`src/sv/sdx_pkg.sv`:
```
// Shared types, constants and the letter-to-digit map for the Soundex encoder.
// No dependencies; used by sdx_word and soundex_text_encoder.
package sdx_pkg;

  localparam int CODE_LENGTH = 4;
  localparam int DIGITS      = CODE_LENGTH - 1;
  localparam int MAX_RES     = CODE_LENGTH + 1;
  localparam int DCNT_W      = $clog2(CODE_LENGTH);
  localparam int RCNT_W      = $clog2(MAX_RES + 1);

  localparam logic [7:0] CH_SPACE = 8'h20;
  localparam logic [7:0] CH_ZERO  = 8'h30;
  localparam logic [7:0] CH_UP_A  = 8'h41;
  localparam logic [7:0] CH_UP_Z  = 8'h5A;
  localparam logic [7:0] CH_LO_A  = 8'h61;
  localparam logic [7:0] CH_LO_Z  = 8'h7A;
  localparam logic [7:0] CH_UP_H  = 8'h48;
  localparam logic [7:0] CH_UP_W  = 8'h57;
  localparam logic [7:0] CASE_GAP = 8'h20;

  typedef struct packed {
    logic [7:0] text_char;
    logic       text_end;
  } in_t;

  typedef struct packed {
    logic [7:0] code_char;
    logic       char_valid;
    logic       output_end;
  } out_t;

  // results caused by one request; entry 0 goes out first
  typedef struct packed {
    logic [RCNT_W-1:0]       count;
    out_t [MAX_RES-1:0]      res;
  } burst_t;

  // Soundex digit of an uppercase letter, 0 for vowels, Y, H and W
  function automatic logic [2:0] letter_digit(input logic [7:0] u);
    logic [2:0] d;
    d = 3'd0;
    case (u)
      8'h42, 8'h46, 8'h50, 8'h56:                         d = 3'd1; // B F P V
      8'h43, 8'h47, 8'h4A, 8'h4B, 8'h51, 8'h53, 8'h58, 8'h5A: d = 3'd2;
      8'h44, 8'h54:                                       d = 3'd3; // D T
      8'h4C:                                              d = 3'd4; // L
      8'h4D, 8'h4E:                                       d = 3'd5; // M N
      8'h52:                                              d = 3'd6; // R
      default:                                            d = 3'd0;
    endcase
    return d;
  endfunction

endpackage

```
`src/sv/sdx_word.sv`:
```
// Per-word Soundex state and the result burst a text byte causes.
// Depends on sdx_pkg.
module sdx_word (
  input  logic            clk,
  input  logic            rst_n,
  input  logic            step,
  input  sdx_pkg::in_t    item,
  output sdx_pkg::burst_t burst
);

  logic                        in_word_r, in_word_nxt;
  logic [7:0]                  first_r, first_nxt;
  logic [2:0]                  prev_r, prev_nxt;
  logic [sdx_pkg::DCNT_W-1:0]  dcnt_r, dcnt_nxt;
  logic [2:0]                  kept_r   [sdx_pkg::DIGITS];
  logic [2:0]                  kept_nxt [sdx_pkg::DIGITS];
  logic                        emitted_r, emitted_nxt;

  logic                        letter;
  logic [7:0]                  u;
  logic [2:0]                  d;
  logic                        word_end;
  logic [7:0]                  wch [sdx_pkg::CODE_LENGTH];

  always_comb begin
    logic [7:0] c;
    c      = item.text_char;
    letter = 1'b0;
    u      = c;
    if (c >= sdx_pkg::CH_UP_A && c <= sdx_pkg::CH_UP_Z) begin
      letter = 1'b1;
    end else if (c >= sdx_pkg::CH_LO_A && c <= sdx_pkg::CH_LO_Z) begin
      letter = 1'b1;
      u      = c - sdx_pkg::CASE_GAP;
    end
    d = sdx_pkg::letter_digit(u);
  end

  // word state after this byte's letter, before any word end
  always_comb begin
    logic                       iw;
    logic [7:0]                 fl;
    logic [2:0]                 pd;
    logic [sdx_pkg::DCNT_W-1:0] dc;
    logic [2:0]                 kd [sdx_pkg::DIGITS];
    iw = in_word_r;
    fl = first_r;
    pd = prev_r;
    dc = dcnt_r;
    kd = kept_r;
    if (letter) begin
      if (!in_word_r) begin
        iw = 1'b1;
        fl = u;
        pd = d;
        dc = '0;
      end else if (u == sdx_pkg::CH_UP_H || u == sdx_pkg::CH_UP_W) begin
        pd = prev_r;
      end else if (d == 3'd0) begin
        pd = 3'd0;
      end else if (d != prev_r) begin
        if (dcnt_r < sdx_pkg::DCNT_W'(sdx_pkg::DIGITS)) begin
          for (int i = 0; i < sdx_pkg::DIGITS; i++) begin
            if (dcnt_r == sdx_pkg::DCNT_W'(i)) kd[i] = d;
          end
          dc = dcnt_r + 1'b1;
        end
        pd = d;
      end
    end

    word_end = (item.text_char == sdx_pkg::CH_SPACE || item.text_end) && iw;

    // the finished word's characters
    wch[0] = fl;
    for (int i = 1; i < sdx_pkg::CODE_LENGTH; i++) begin
      if (dc >= sdx_pkg::DCNT_W'(i)) wch[i] = sdx_pkg::CH_ZERO | {5'd0, kd[i-1]};
      else                           wch[i] = sdx_pkg::CH_ZERO;
    end

    in_word_nxt = iw;
    first_nxt   = fl;
    prev_nxt    = pd;
    dcnt_nxt    = dc;
    kept_nxt    = kd;
    emitted_nxt = emitted_r;
    if (word_end) begin
      in_word_nxt = 1'b0;
      first_nxt   = '0;
      prev_nxt    = '0;
      dcnt_nxt    = '0;
      for (int i = 0; i < sdx_pkg::DIGITS; i++) kept_nxt[i] = '0;
      emitted_nxt = 1'b1;
    end
    if (item.text_end) begin
      in_word_nxt = 1'b0;
      first_nxt   = '0;
      prev_nxt    = '0;
      dcnt_nxt    = '0;
      for (int i = 0; i < sdx_pkg::DIGITS; i++) kept_nxt[i] = '0;
      emitted_nxt = 1'b0;
    end
  end

  // burst assembly
  always_comb begin
    burst = '0;
    if (word_end) begin
      if (emitted_r) begin
        burst.res[0] = '{code_char: sdx_pkg::CH_SPACE, char_valid: 1'b1, output_end: 1'b0};
        for (int i = 0; i < sdx_pkg::CODE_LENGTH; i++) begin
          burst.res[i+1] = '{code_char: wch[i], char_valid: 1'b1, output_end: 1'b0};
        end
        burst.count = sdx_pkg::RCNT_W'(sdx_pkg::CODE_LENGTH + 1);
      end else begin
        for (int i = 0; i < sdx_pkg::CODE_LENGTH; i++) begin
          burst.res[i] = '{code_char: wch[i], char_valid: 1'b1, output_end: 1'b0};
        end
        burst.count = sdx_pkg::RCNT_W'(sdx_pkg::CODE_LENGTH);
      end
      if (item.text_end) begin
        if (emitted_r) burst.res[sdx_pkg::CODE_LENGTH].output_end = 1'b1;
        else           burst.res[sdx_pkg::CODE_LENGTH-1].output_end = 1'b1;
      end
    end else if (item.text_end) begin
      // bare end marker
      burst.res[0] = '{code_char: 8'd0, char_valid: 1'b0, output_end: 1'b1};
      burst.count  = sdx_pkg::RCNT_W'(1);
    end
  end

  always_ff @(posedge clk) begin
    if (!rst_n) begin
      in_word_r <= 1'b0;
      first_r   <= '0;
      prev_r    <= '0;
      dcnt_r    <= '0;
      emitted_r <= 1'b0;
      for (int i = 0; i < sdx_pkg::DIGITS; i++) kept_r[i] <= '0;
    end else if (step) begin
      in_word_r <= in_word_nxt;
      first_r   <= first_nxt;
      prev_r    <= prev_nxt;
      dcnt_r    <= dcnt_nxt;
      emitted_r <= emitted_nxt;
      kept_r    <= kept_nxt;
    end
  end

endmodule

```
`src/sv/soundex_text_encoder.sv`:
```
// Top level of the Soundex text encoder: word state plus an output shift buffer.
// Depends on sdx_pkg and sdx_word.
//
//   channel | direction | payload          | handshake
//   in_     | input     | sdx_pkg::in_t    | in_valid / in_ready
//   out_    | output    | sdx_pkg::out_t   | out_valid / out_ready
//
// Bytes that end no word are taken back to back while the buffer is empty.
// A word end loads up to CODE_LENGTH+1 results into the shift buffer; they leave
// one per cycle as out_ready allows; input stalls until the last is being taken.
// Synchronous active-low reset clears word state and empties the buffer.
module soundex_text_encoder (
  input  logic          clk,
  input  logic          rst_n,
  input  logic          in_valid,
  output logic          in_ready,
  input  sdx_pkg::in_t  in_data,
  output logic          out_valid,
  input  logic          out_ready,
  output sdx_pkg::out_t out_data
);

  sdx_pkg::burst_t              burst;
  sdx_pkg::out_t                buf_r   [sdx_pkg::MAX_RES];
  sdx_pkg::out_t                buf_nxt [sdx_pkg::MAX_RES];
  logic [sdx_pkg::RCNT_W-1:0]   cnt_r, cnt_nxt;
  logic                         in_take, out_take;

  assign out_valid = (cnt_r != '0);
  assign out_take  = out_valid && out_ready;
  assign in_ready  = (cnt_r == '0) || (cnt_r == sdx_pkg::RCNT_W'(1) && out_ready);
  assign in_take   = in_valid && in_ready;
  assign out_data  = buf_r[0];

  sdx_word u_word (
    .clk   (clk),
    .rst_n (rst_n),
    .step  (in_take),
    .item  (in_data),
    .burst (burst)
  );

  always_comb begin
    buf_nxt = buf_r;
    cnt_nxt = cnt_r;
    if (in_take) begin
      // buffer is empty or drains this cycle
      for (int i = 0; i < sdx_pkg::MAX_RES; i++) buf_nxt[i] = burst.res[i];
      cnt_nxt = burst.count;
    end else if (out_take) begin
      for (int i = 0; i < sdx_pkg::MAX_RES - 1; i++) buf_nxt[i] = buf_r[i+1];
      cnt_nxt = cnt_r - 1'b1;
    end
  end

  always_ff @(posedge clk) begin
    if (!rst_n) begin
      cnt_r <= '0;
    end else begin
      cnt_r <= cnt_nxt;
    end
  end

  always_ff @(posedge clk) begin
    buf_r <= buf_nxt;
  end

endmodule

```
`config.mk`:
```
export PLATFORM = sky130hd
export DESIGN_NAME = soundex_text_encoder
export DESIGN_NICKNAME = d
export VERILOG_FILES = /design/src/sv/sdx_pkg.sv /design/src/sv/sdx_word.sv /design/src/sv/soundex_text_encoder.sv
export SDC_FILE = /design/constraint.sdc
export NUM_CORES = 1
export LEC_CHECK = 0
export ABC_AREA = 1
export BUFFER_PORTS_ARGS = -buffer_cell sky130_fd_sc_hd__buf_2
export CAP_MARGIN = 0
export CORE_AREA = 2 2 111 113
export CTS_BUF_LIST = sky130_fd_sc_hd__clkbuf_8
export DETAILED_ROUTE_END_ITERATION = 12
export DIE_AREA = 0 0 113 115
export PLACE_DENSITY = 0.59
export SLEW_MARGIN = 20
export SYNTH_ARGS = -nofsm -noshare
export SYNTH_HDL_FRONTEND = slang
export SYNTH_HIERARCHICAL = 1
export SYNTH_SLANG_ARGS = --single-unit
```
`constraint.sdc`:
```
create_clock -name clk -period 3.8 [get_ports clk]
set_input_delay 0.95 -clock clk [delete_from_list [all_inputs] [get_ports clk]]
set_output_delay 0.95 -clock clk [all_outputs]
set_load 0.01 [all_outputs]
```
## Word level (Yosys, flattened, before mapping)

Index checks and enable logic that the tools add are counted.

- Bits in registers: 74
- Input bits: 13
- Word-level logic and storage cells: 144

- Magnitude comparators: 8
- Equality and inequality tests: 27
- Reductions and logical operators: 23
- Muxes and demuxes: 59
- Add/sub/neg operators: 3

Operators by type and width:

| kind | count |
|---|---|
| 8-bit by 7-bit == test with 1-bit output, second input constant | 20 |
| 40-bit 2-to-1 mux | 2 |
| 9-bit 2-to-1 mux | 8 |
| 3-bit 2-to-1 mux | 16 |
| 8-bit 2-to-1 mux | 6 |
| 35-bit 2-to-1 mux | 1 |
| 28-bit 2-to-1 mux | 1 |
| 2-bit 2-to-1 mux | 9 |
| 3-bit case mux with 6 select lines | 1 |
| 8-bit by 7-bit >= comparator with 1-bit output, second input constant | 2 |
| 8-bit by 7-bit less-or-equal comparator with 1-bit output, second input constant | 2 |
| 1-bit 2-to-1 mux | 14 |
| 10-bit 2-to-1 mux | 1 |
| 8-bit by 6-bit == test with 1-bit output, second input constant | 1 |
| 8-bit OR reduction | 1 |
| 8-bit by 6-bit subtractor with 8-bit output, second input constant | 1 |
| 1-bit logical AND | 6 |
| 3-bit logical NOT | 2 |
| 3-bit nonzero test | 2 |
| 5-bit inequality test, second input constant | 1 |
| 2-bit >= comparator, second input constant | 2 |
| 4-bit inequality test, second input constant | 1 |
| 2-bit AND reduction | 2 |
| 4-bit AND reduction | 1 |
| 13 further kinds | 17 |

## Logic depth before layout (Yosys ltp)

Gate-level depths: netlist of run 1.

- Word-level depth: 20
- Mapped depth: 25
- Mapped depth without buffers: 25

## Cells and area by module

Netlist of run 1, hierarchy kept.

By module, submodules not included:

| module | instances | area an instance (um2) | cells an instance | sequential area each (um2) |
|---|---|---|---|---|
| sdx_word | 1 | 2417.3 | 400 | 480.5 |
| soundex_text_encoder | 1 | 2357.3 | 226 | 1561.5 |

## Worst setup path before layout of run 1

Ideal clock, no wire load.

- Kind: input-to-reg
- From: input port in_data[5] (netlist name)
- To: register buf_r[12] (netlist name), data pin
- Setup time: 252 ps
- Cell stages on the path: 25
- Required time: 3548 ps
- Setup slack: 670 ps
- Path buffers: 1
- Data arrival time: 2878 ps
- Cell sequence: buf_4 -> nand2_1 -> nor2_1 -> nand2_1 -> nand2_1 -> nand2_2 -> nand3_2 -> nand2_2 -> nor2_8 -> nand2_1 -> inv_2 -> nand2_2 -> nand2_4 -> nand2_1 -> nand2_1 -> nand3_4 -> nand2_4 -> inv_6 -> nand2_2 -> nand2_1 -> and2_1 -> nand3_1 -> nand2_1 -> nand2_1 -> nand2_1

RTL lines:

| item | RTL line | source |
|---|---|---|
| start, declared | soundex_text_encoder.sv:17 | `input sdx_pkg::in_t in_data,` |
| end signal, assigned | soundex_text_encoder.sv:65 | `buf_r <= buf_nxt;` |
| end, declared | soundex_text_encoder.sv:24 | `sdx_pkg::out_t buf_r [sdx_pkg::MAX_RES];` |

==> results of run 1 <==
-- flip-flops by register name, indices dropped and copies added (netlist names) --
| name | flops |
|---|---|
| u_word/dcnt_r | 2 |
| u_word/first_r | 8 |
| out_data | 10 |
| u_word/emitted_r | 1 |
| u_word/kept_r | 9 |
| buf_r | 40 |
| u_word/in_word_r | 1 |
| u_word/prev_r | 3 |
| cnt_r | 3 |
-- where the power goes --
group | switching [µW] | internal, µW | leakage (µW)
Sequential | 72.0 | 1300 | 0.000712
Combinational | 643 | 287 | 0.00149
Clock | 332 | 246 | 0.0000917
Total | 1050 | 1830 | 0.00230
-- routing by layer --
| metal | vias to the layer above | GRT usage [%] | share of wire (%) |
|---|---|---|---|
| met5 | - | 0 | 0 |
| met3 | 14 | 2.90 | 3.3 |
| li1 | 1991 | - | - |
| met4 | 0 | 6.26 | 2.3 |
| met1 | 1698 | 20.8 | 48 |
| met2 | 71 | 24.5 | 46 |
-- worst max-delay path: cells and delay by family --
family                     cells  cell delay (ps)
and+or+nand+nor               17             1750
adders and majority gates      1              170
buffers and inverters          4              440
-- final timing paths --
kind / startpoint / to / slack (ps) / cells after the start
worst max register to register: cnt_r[0] / u_word/prev_r[2] / 1330 / 12
worst max-delay path: in_data[6] / buf_r[23] / 620 / 22
worst min-delay path: u_word/kept_r[5] / u_word/kept_r[5] / 470 / 2
worst min register to register: u_word/kept_r[5] / u_word/kept_r[5] / 470 / 2
-- through the flow --
step	hold WS (ps)	util [%]	instances
floorplan	445	-	637
global placement	456	40.8	765
detailed placement	463	40.8	765
CTS	475	42.3	781
global route	490	42.3	781
finish	475	42.3	781
-- kinds of logic (layout without fill, tap and decap cells) --
logic type      after synthesis  after routing  share of synthesized area (%)
compound gates               53             53                           6.58
xor+xnor                      1              1                          0.183
fa+ha+maj                     6              6                           1.57
buf+inv                     116            113                           13.2
flops                        77             77                           42.8
other cells                   1             12                         0.0785
simple gates                372            372                           35.7
-- cell usage in the layout, fill, tap and decap left out, types with 3 or more instances in the layout --
cell,netlist,layout
nand2_1,216,215
nand3_1,57,57
inv_1,53,53
edfxtp_1,50,50
nor2_1,44,44
dfxtp_1,27,27
buf_2,1,24
a21oi_1,17,17
nand2_2,15,16
o21ai_0,15,15
nand4_1,12,12
conb_1,1,12
inv_2,9,9
clkbuf_8,0,9
a22oi_1,8,8
buf_4,39,7
ha_1,6,6
nand3_2,6,6
nand2_4,3,3
clkinv_4,0,3
nor2_2,3,3
and2_1,3,3
o21ai_1,3,3
-- final cells by class --
class	count	share of cell area (%)
clock buffer	9	2.48
sequential	77	40.8
inverter	65	5.03
clock inverter	7	1.18
timing repair buffer	32	3.85
multi-input combinational	444	43.0
tap	147	3.68
==> results.py, run 1 <==
metrics = {
    "cts": {
        "cts.hold.buffers_added": 0,
        "clk_path_buf_depth": 2,
        "cts_tree": "done",
        "cts.clk_slew.worst_paths_ps": 90,
        "cts_sinks": 77,
        "cts_root_buf": "clkbuf_8",
        "cts_resized": 0,
        "numCtsBuffers": 9,
        "clkLatencyLatePin_ps": 360,
        "h-tree-depth": 3,
        "post_cts_buffers": 0,
    },
    "worst_setup_path": {
        "arrival_ps": 3290,
        "required_ps": 3910,
        "worst-path-max-fanout": 10,
        "path_class": "input port to register",
        "endpoint_kind": "register",
        "cp_common_cell": "nand2_1",
        "cp_cell_sequence": "buf_2 -> ha_1 -> inv_1 -> nor2_1 -> nand2_1 -> nand2_2 -> nand3_1 -> nand2_2 -> nor2_8 -> nand3_1 -> nand4_1 -> inv_2 -> nand3_2 -> nand2_4 -> inv_6 -> nand2_2 -> nand2_1 -> and2_1 -> nand3_1 -> nand2_1 -> nand2_1 -> nand2_1",
        "cp-start-kind": "input port",
        "critPathSlowestCell": "nand4_1",
        "cp_slowest_stage_delay_ps": 210,
    },
    "yosys": {
        "synth_area_per_cell_um2": 7.63,
        "synth_edf_count": 50,
        "synth-seq-area-share_pct": 42.8,
        "syn_area_um2": 4770,
        "yosysMostFrequentCell": "nand2_1",
        "async_reset_ff_share_pct": 0,
        "synthCells": 626,
        "yosysWarnings": 6,
        "synth_ff_type": "edfxtp_1",
        "synth_commonest_cells": "216 x nand2_1, 57 x nand3_1, 53 x inv_1, 50 x edfxtp_1, 44 x nor2_1",
        "synth_top_area_cell": "edfxtp_1",
        "ys_seq_elements": 77,
        "synth_top_cells_by_area": "edfxtp_1 31%, nand2_1 17%, dfxtp_1 11%, buf_4 6.1%, nand3_1 6.0%",
        "synth.top_cell.area_share_pct": 31.4,
        "synth_cell_types": 45,
    },
    "timing": {
        "fin_crit_sh_pct": 83.6,
        "fin_ws_ps": 623,
        "timing.final.hold_violations": 0,
        "tightest_slew_ps": 751,
        "rsz0062_at_grt": "no",
        "setup_viol": 0,
        "max_freq_mhz": 315,
        "slew_headroom_pct": 49.9,
        "final_max_slew_viol_count": 0,
        "skew_ps": 13.3,
        "tns_ps": 0,
        "period_needed_ps": 3180,
    },
    "placement": {
        "portBuffers": 24,
        "dp_worst_setup_slack_ps": 273,
        "gp_congestion": 0.863,
        "place_area_um2": 4820,
        "dp_hpwl_um": 6760,
    },
    "grt": {
        "grt_max_degree": 54,
        "grt_overflow_total": 0,
        "antenna_found_initial": 0,
        "grt_pass1_wl_um": 16100,
        "grtUsageTotal_pct": 15.4,
        "grt_pass1_vias": 3434,
    },
    "hold_path": {
        "hold_class": "register to register",
    },
    "floorplan": {
        "fp.dieW_um": 113,
        "rows": 40,
        "die_area_um2": 13000,
        "core_um2": 11800,
        "die_h_um": 115,
        "num_io_pins": 25,
        "start_util_pct": 40.4,
    },
    "flow_run": {
        "drv_cap": 0,
    },
    "detailed_routing": {
        "ant_nets": 0,
        "remaining_drc_errors": 2,
        "viasPerCell": 4.83,
        "vias": 3774,
        "dr.pass1.iters": 8,
        "drtIter0Drc": 291,
        "wirelength_um": 9560,
        "post_drt_wl_per_cell_um": 12.2,
    },
    "final_layout": {
        "multiInputGateArea_um2": 2150,
        "num-nets-final": 648,
        "insertedDiodeCount": 0,
        "drive_gt1_share_pct": 15.5,
        "postLayoutCellArea_um2": 5000,
        "fillers": 1198,
        "ff_latch_area_um2": 2040,
        "area_growth_pct": 4.74,
    },
    "run_status": {
        "status": "finished with violations",
        "violations": "design-rule violations",
    },
    "pwr": {
        "power_uw": 2880,
        "leakage_uw": 0.00230,
        "peakVddDrop_mv": 0.188,
        "power_density_nw_per_um2": 576,
    },
}
No activity file was read; power rests on OpenSTA's default activity.
==> run 2: changes to the inputs <==
PLACE_DENSITY = 0.61   (was 0.59)
clock period = 2.6 ns   (was 3.8 ns; I/O delays follow)
==> run 2 against run 1 <==
Largest cell class unchanged. The flow finishes with violations (design-rule violations, negative setup slack). Highest routed layer unchanged. Setup slack worse by 700 ps. Clock skew down 3.1 ps. Global-route usage up 2.5 points. Critical path depth up 2. Clock power grew 52%. Die area unchanged. Power up 56%. Combinational power rose by 74%. Critical endpoint is now buf_r[13]. Core utilization is 9.6 points higher. Critical path type unchanged. Sequential share of layout area is 7.5 points lower. Hold slack worse by 7.3 ps.
==> results.py, run 2 (synthesized netlist as in run 1, its figures left out) <==
metrics = {
    "placement": {
        "dp_hpwl_um": 7540,
        "numPlacedInstances": 831,
        "portBuffers": 24,
        "dp_worst_setup_slack_ps": -510,
        "gp_congestion": 0.866,
    },
    "grt": {
        "antenna_found_initial": 0,
        "grt_pass1_vias": 4029,
        "grtUsageTotal_pct": 17.9,
        "grt_pass1_wl_um": 18700,
        "grt_overflow_total": 0,
        "grt_max_degree": 44,
    },
    "pwr": {
        "power_density_nw_per_um2": 733,
        "power_uw": 4500,
        "peakVddDrop_mv": 0.420,
        "leakage_uw": 0.00279,
    },
    "detailed_routing": {
        "dr.pass1.iters": 8,
        "drtIter0Drc": 229,
        "remaining_drc_errors": 3,
        "viasPerCell": 4.90,
        "post_drt_wl_per_cell_um": 13.3,
        "ant_nets": 0,
        "wirelength_um": 11500,
        "vias": 4247,
    },
    "final_layout": {
        "layout_common_cells": "191 x nand2_1, 85 x buf_4, 50 x edfxtp_1, 48 x inv_1, 39 x nor2_1",
        "largest_reg_flops": 40,
        "final_common_cell": "nand2_1",
        "area_growth_pct": 28.5,
        "num-nets-final": 733,
        "insertedDiodeCount": 0,
        "final_util_pct": 51.9,
        "regMostFlops": "buf_r",
        "drive_gt1_share_pct": 35.9,
        "fin_cells": 866,
    },
    "timing": {
        "period_needed_ps": 2680,
        "tightest_slew_ps": 902,
        "slew_headroom_pct": 39.8,
        "whs_ps": 467,
        "max_freq_mhz": 373,
        "fin_ws_ps": -79.7,
        "rsz0062_at_grt": "yes",
        "fin_crit_sh_pct": 103,
        "timing.final.hold_violations": 0,
        "final_max_slew_viol_count": 0,
        "setup_viol": 9,
        "skew_ps": 10.2,
    },
    "floorplan": {
        "fp.dieW_um": 113,
        "core_um2": 11800,
        "rows": 40,
        "die_h_um": 115,
        "die_area_um2": 13000,
        "num_io_pins": 25,
        "start_util_pct": 40.4,
    },
    "cts": {
        "cts_tree": "done",
        "cts_root_buf": "clkbuf_8",
        "cts.clk_slew.worst_paths_ps": 90,
        "clk_path_buf_depth": 2,
        "cts_sinks": 77,
        "h-tree-depth": 3,
        "clkLatencyLatePin_ps": 360,
        "numCtsBuffers": 9,
    },
    "worst_setup_path": {
        "required_ps": 2720,
        "cp-start-kind": "input port",
        "r2r_cells": 11,
        "arrival_ps": 2800,
        "r2r-end": "u_word/kept_r[6]",
        "path_class": "input port to register",
        "endpoint_kind": "register",
        "reg2reg_from": "cnt_r[0]",
        "r2r_setup_slack_ps": 660,
        "worst-path-max-fanout": 7,
    },
    "hold_path": {
        "hold_class": "register to register",
        "holdPathEnd": "u_word/kept_r[4]",
        "holdPathStages": 2,
        "min_from": "u_word/kept_r[4]",
    },
    "run_status": {
        "status": "finished with violations",
        "violations": "design-rule violations, negative setup slack",
    },
    "flow_run": {
        "drv_cap": 0,
    },
}
run 2: changes by cell type in the layout (fill, tap and decap cells not counted), moves of 6 or more:
cell / before / now
buf_4: 7 / 85
nand2_1: 215 / 191
nand3_1: 57 / 34
nand3_2: 6 / 25
nand2_2: 16 / 33
buf_2: 24 / 16
buf_6: 0 / 8
nand2_4: 3 / 10
o21ai_2: 0 / 6
run 2: metrics by stage:
step / instance area (µm²) / setup TNS [ps]
2_1_floorplan: 4930 / -1220
3_3_place_gp: 5440 / -13720
3_5_place_dp: 5440 / -16790
4_1_cts: 5890 / -1.35
5_1_grt: 6130 / -3140
6_report: 6130 / -552
run 2: worst max-delay path by stage:
stage | start | to | depth (start not counted)
after floorplan | in_data[5] | buf_r[12] | 25
after global placement | in_data[6] | buf_r[23] | 24
after detailed placement | in_data[6] | buf_r[23] | 24
after CTS | in_data[8] | buf_r[13] | 24
after global routing | in_data[8] | buf_r[22] | 26
final | in_data[1] | buf_r[13] | 24
run 2: critical path, cell delays in order:
cell and delay (ps):
buf_6 110, nor2_4 120, nand2_2 90, nand3_1 90, nand2_2 110, nand3_2 110, nand2_4 90, nor2_8 170
nand2_2 80, inv_2 70, nand2_2 70, nand2_4 90, nand2_2 50, nand2_2 80, nand3_4 120, nand2_4 130
inv_8 60, nand2_4 80, nand2_2 50, and2_4 140, nand3_2 50, nand2_1 50, nand2_1 50, nand2_1 50
run 2: metal layers:
| metal | global-route usage [%] | part of all wire (%) | up-vias |
|---|---|---|---|
| met5 | 0 | 0 | - |
| met2 | 28.9 | 47 | 86 |
| li1 | - | - | 2164 |
| met1 | 22.6 | 46 | 1968 |
| met3 | 3.95 | 3.2 | 29 |
| met4 | 9.11 | 4.1 | 0 |
run 2: final cells by class:
cell class / instances / area, µm²
well taps: 147 / 184
flip-flops and latches: 77 / 2040
clock buffers: 9 / 124
clock inverters: 7 / 63.8
repair buffers: 115 / 908
fillers: 1097 / 5680
inverters: 65 / 268
repair inverters: 1 / 7.51
multi-input cells: 445 / 2540
run 2: report_power, final:
part / leakage (µW) / switching (µW) / internal [µW] / total [µW]
Combinational: 0.00199 / 1030 / 584 / 1620
Clock: 0.0000907 / 506 / 370 / 876
Sequential: 0.000712 / 111 / 1890 / 2010
Total: 0.00279 / 1650 / 2850 / 4500
run 2: timing repair:
action                     4_1_cts  5_1_grt
hold buffers                     0        0
cloned                           1        1
setup buffers                   12        6
pin swaps                       34       29
gates resized for setup         45       56
setup endpoints to repair       11       45
